--- config.mk ---
export PLATFORM = sky130hd
export DESIGN_NAME = ppp_queue
export DESIGN_NICKNAME = d
export VERILOG_FILES = /design/src/hw/rtl/ppp_pkg.sv /design/src/hw/rtl/ppp_queue.sv
export SDC_FILE = /design/constraint.sdc
export NUM_CORES = 1
export LEC_CHECK = 0
export ABC_AREA = 1
export BUFFER_PORTS_ARGS = -buffer_cell sky130_fd_sc_hd__buf_2
export CAP_MARGIN = 20
export CORE_MARGIN = 8
export CORE_UTILIZATION = 45
export CTS_BUF_LIST = sky130_fd_sc_hd__clkbuf_8
export CTS_CLUSTER_SIZE = 30
export DETAILED_ROUTE_END_ITERATION = 10
export PLACE_DENSITY_LB_ADDON = 0.08
export SLEW_MARGIN = 20
export SYNTH_ARGS = -nofsm -noshare
export SYNTH_HDL_FRONTEND = slang
export SYNTH_SLANG_ARGS = --single-unit
--- constraint.sdc ---
create_clock -name clk -period 25.9 [get_ports clk]
set_input_delay 3.885 -clock clk [delete_from_list [all_inputs] [get_ports clk]]
set_output_delay 3.885 -clock clk [all_outputs]
set_load 0.01 [all_outputs]
--- src/hw/rtl/ppp_pkg.sv ---
package ppp_pkg;

  // Fixed-point widths of the datapath.
  localparam int COORD_W  = 32;
  localparam int DIFF_W   = COORD_W + 1;
  localparam int ENTRY_W  = 20;
  localparam int ROW_W    = 3 * ENTRY_W;
  localparam int PROD_W   = DIFF_W + ENTRY_W;
  localparam int SUM_W    = PROD_W + 2;
  localparam int MAG_W    = SUM_W;
  localparam int FRAC_W   = 16;
  localparam int QUO_W    = 32;
  localparam int REM_W    = MAG_W + 1;
  localparam int DIV_STEPS = QUO_W;
  // Divider pipeline: input register, one register per quotient bit, output register.
  localparam int DIV_LAT  = DIV_STEPS + 2;

  // Configuration register indexes.
  localparam logic [2:0] CFG_ROW_ZERO = 3'd0;
  localparam logic [2:0] CFG_ROW_ONE  = 3'd1;
  localparam logic [2:0] CFG_ROW_TWO  = 3'd2;
  localparam logic [2:0] CFG_CENTER_X = 3'd3;
  localparam logic [2:0] CFG_CENTER_Y = 3'd4;
  localparam logic [2:0] CFG_CENTER_Z = 3'd5;

  // Saturation limits in Q16.16.
  localparam logic [QUO_W-1:0] Q_MAX = 32'h7FFF_FFFF;
  localparam logic [QUO_W-1:0] Q_MIN = 32'h8000_0000;

  // Camera set-up as held in the configuration registers.
  typedef struct packed {
    logic [ROW_W-1:0]          row_zero;
    logic [ROW_W-1:0]          row_one;
    logic [ROW_W-1:0]          row_two;
    logic signed [COORD_W-1:0] center_x;
    logic signed [COORD_W-1:0] center_y;
    logic signed [COORD_W-1:0] center_z;
  } cfg_t;

  // One classified point waiting for division.
  typedef struct packed {
    logic             visible;
    logic [MAG_W-1:0] den;
    logic [MAG_W-1:0] u_mag;
    logic             u_neg;
    logic [MAG_W-1:0] v_mag;
    logic             v_neg;
  } entry_t;

endpackage

--- src/hw/rtl/ppp_queue.sv ---
module ppp_queue #(
  parameter int DEPTH = 2
) (
  input  logic            clk,
  input  logic            rst,
  input  logic            push,
  input  ppp_pkg::entry_t push_data,
  input  logic            pop,
  output ppp_pkg::entry_t head,
  output logic            empty,
  output logic            full
);
  import ppp_pkg::*;

  localparam int PTR_W = (DEPTH > 1) ? $clog2(DEPTH) : 1;
  localparam int CNT_W = $clog2(DEPTH + 1);

  entry_t             mem [DEPTH];
  logic [PTR_W-1:0]   wr_ptr, rd_ptr;
  logic [CNT_W-1:0]   count;
  logic               do_push, do_pop;

  assign empty   = (count == CNT_W'(0));
  assign full    = (count == CNT_W'(DEPTH));
  assign do_push = push & ~full;
  assign do_pop  = pop & ~empty;
  assign head    = mem[rd_ptr];

  // Storage for the waiting beats.
  always_ff @(posedge clk) begin
    if (do_push) begin
      mem[wr_ptr] <= push_data;
    end
  end

  // Pointers wrap at the depth; the count tracks occupancy.
  always_ff @(posedge clk) begin
    if (rst) begin
      wr_ptr <= '0;
      rd_ptr <= '0;
      count  <= '0;
    end else begin
      if (do_push) begin
        wr_ptr <= (wr_ptr == PTR_W'(DEPTH - 1)) ? '0 : wr_ptr + PTR_W'(1);
      end
      if (do_pop) begin
        rd_ptr <= (rd_ptr == PTR_W'(DEPTH - 1)) ? '0 : rd_ptr + PTR_W'(1);
      end
      case ({do_push, do_pop})
        2'b10:   count <= count + CNT_W'(1);
        2'b01:   count <= count - CNT_W'(1);
        default: count <= count;
      endcase
    end
  end

endmodule

==> impl_results.md <==
* Max Root-Sink Buffers at 3
* Syn Nets at ~740
* CP Capture Type: output port
* Antenna violations before repair at 7
* Worst-path clk slew at about 0.060 ns
* DR WL met2 at between 10 and 15 mm
* Mapped Area at 12800 sq um
* Routed vias at 6507
* Max-slew headroom at between 20% and 30%
* Congestion Overflow GR at 0
* Hpwl dp at 19.0 mm
* Fin crit period at 6.92 ns
* Number of remaining DRC errors at 0
* Vias in the first global route at 7072
* First-pass iteration count of the detailed router at 4
* Fin cells at 1373
* Share of cells above drive strength 1 at 58.5%
* Maxcap violations at 0
* First-pass GRT wire length at a little under 40 mm
* Combinational share of power at between 10% and 20%
* CP Class: register to output port
* Post-DRT Antenna Nets at 0
* Routed vias/inst at about 4.7
* Routed wire length at about 28 mm
* Worst EP required at between 20 and 25 ns
* Worst-Margin Slew at about 1.1 ns
* Root buffer cell: clkbuf_8
* Worst Skew at between 0.015 and 0.02 ns
* CTS tree: yes
* # IOs at about 340
* Final setup viols at 0
* Nets at 1121
* Achievable clock frequency at between 100 and 150 MHz
* Distinct cells, synth at 13
* CTS Buf Count at 56
* Util after Layout at between 50% and 60%
* Post-CTS Hold Buffers at 0
* Int Pwr at about 1 mW
* Crit path buf inv count at 2
* Clock power share at between 20% and 30%
* Worst hold slack at about 0.5 ns
* M1 WL at 10.6 mm
* Initial Util at a little under half
* Cell Pwr Density at around 87 nW/um^2
* Hold Path Class: register to register
* Hold_sp: rd_ptr
* RSZ-0062 raised after global routing: no
* Largest net degree at the start of global routing at slightly above 90
* Final Hold Vio Count at 0
* Routability cong. at approximately 0.76
* Top layer used by detailed routing: met5
* Net switching power at 0.361 mW
* Crit-path slowest cell: dfxtp_4
* Die area at roughly 34000 sq um
* Pleak at about 6.2 nW
* Kind of cell adding the most delay to the critical path: buffers and inverters
* PostCTS Resize Cnt at 0
* Setup Buffers After CTS at 0
* Max FO, Critical Path at 72
* Clk_lat worst skew at roughly 0.57 ns
* Max incr delay on CP at between 0.8 and 0.9 ns
* Yosys reg bits at roughly 340
* Placeable Area at around 28000 sq um
* H-tree level count at 2
* Post-synthesis sequential area ratio at 79.6%
* Sequential Power Share at roughly half
* Post-Synthesis Cells at between 500 and 600
* Fin crit share at 26.7%
* Worst r2r src: count[0]
* P&R area growth vs syn at 23.8%
* Die X at between 150 and 200 um
* Ys Warns at 0
* Switching part of the total at 26.1%
* Number of cell rows at 61
* Die height at between 150 and 200 um
* Inst Count DP at 1268
* Crit path launch type: register
* Number of DRC markers in iteration 0 at roughly 320
* Crit path DAT at 3.04 ns
* Total negative slack at 0 ns
* DP Area at approximately 15000 sq um
* Worst-path cell chain: buf_4 > mux2_2 > buf_2
* Mean Syn Cell Area at around 23 sq um
* Slew Limit Fails at 0
* Finished Cell Area at between 15000 and 20000 sq um
* Port Buffers at about 340
* Drt wl/cell at a little over 20 um
* DR WL met3 at approximately 2.8 mm
* VDD IR max at around 50 uV
* Status: finished clean
* CTS Sinks at 341
* GR Util All Layers at 15.4%
## placed cells by master (no fill, tap or decap)
cell,n
a21oi_1,1
mux2_4,101
clkbuf_8,60
buf_4,5
dfxtp_1,4
inv_1,32
buf_2,341
clkinv_2,2
ha_1,1
nand2_1,8
edfxtp_1,336
clkinv_1,16
nor2_1,13
diode_2,1
clkinvlp_4,2
nor2_4,1
inv_6,1
mux2_2,67
dfxtp_4,1
o21ai_0,1
nand4_1,1
## routing by layer
metal | GRT usage, % | vias to the layer above
met2 | 25.9 | 274
met1 | 17.5 | 3159
li1 | - | 3004
met5 | 0 | -
met4 | 4.96 | 12
met3 | 6.58 | 58
## through the flow
step / total power [mW] / worst slack (ns)
6_report: 1.38 / 18.98
2_1_floorplan: 0.896 / 14.09
4_1_cts: 1.40 / 18.91
3_3_place_gp: 0.983 / 19.49
3_5_place_dp: 0.990 / 19.41
5_1_grt: 1.45 / 18.80
## synthesized netlist by cell type, drive strengths merged
cell type | n | share of area, %
nand4 | 1 | 0.049
inv | 9 | 0.26
mux2 | 168 | 18
o21ai | 1 | 0.039
dfxtp | 5 | 0.78
edfxtp | 336 | 79
buf | 19 | 1.5
nor2 | 14 | 0.41
ha | 1 | 0.098
a21oi | 1 | 0.039
nand2 | 8 | 0.23
## cell type report
type	instances	area (sq um)
fillers	2237	12000
inverters	9	38.8
diodes	1	2.50
clock inverters	44	175
repair buffers	346	1740
clock buffers	60	826
multi-input cells	194	2390
well taps	378	473
flip-flops and latches	341	10200
## power by group through the flow
stage / registers, mW / logic [mW] / clock network (mW)
after floorplan: 0.710 / 0.186 / 0
after global placement: 0.707 / 0.276 / 0
after detailed placement: 0.710 / 0.280 / 0
after CTS: 0.699 / 0.281 / 0.425
after global routing: 0.703 / 0.294 / 0.449
final: 0.698 / 0.274 / 0.410
## kinds of logic (layout without fill, tap and decap cells)
family / Yosys count / count (layout) / synth area share, %
flops: 341 / 341 / 79.6
mux: 168 / 168 / 17.7
buf+inv: 28 / 459 / 1.74
simple gates: 23 / 23 / 0.694
compound gates: 2 / 2 / 0.0782
fa+ha+maj: 1 / 1 / 0.0978
other cells: 0 / 1 / 0
## registers in the layout, summed over array words and instances, names as in the netlist, named ones only
name / flops
wr_ptr: 1
rd_ptr: 1
mem: 336
count: 2
## worst reg2reg max path, stage by stage (launching register included)
cell	delay (ns)
dfxtp_1	0.41
nor2_1	0.09
nor2_1	0.18
nand2_1	0.16
inv_6	0.63
buf_4	1.00
## final timing paths
path / endpoint / slack, ns / cells past startpoint
setup / recovery: head[4] / 18.98 / 3
hold / removal: register / 0.50 / 2
setup reg to reg: mem[1][57] / 22.97 / 5
hold reg to reg: register / 0.50 / 2
No activity file was read; power rests on OpenSTA's default activity.
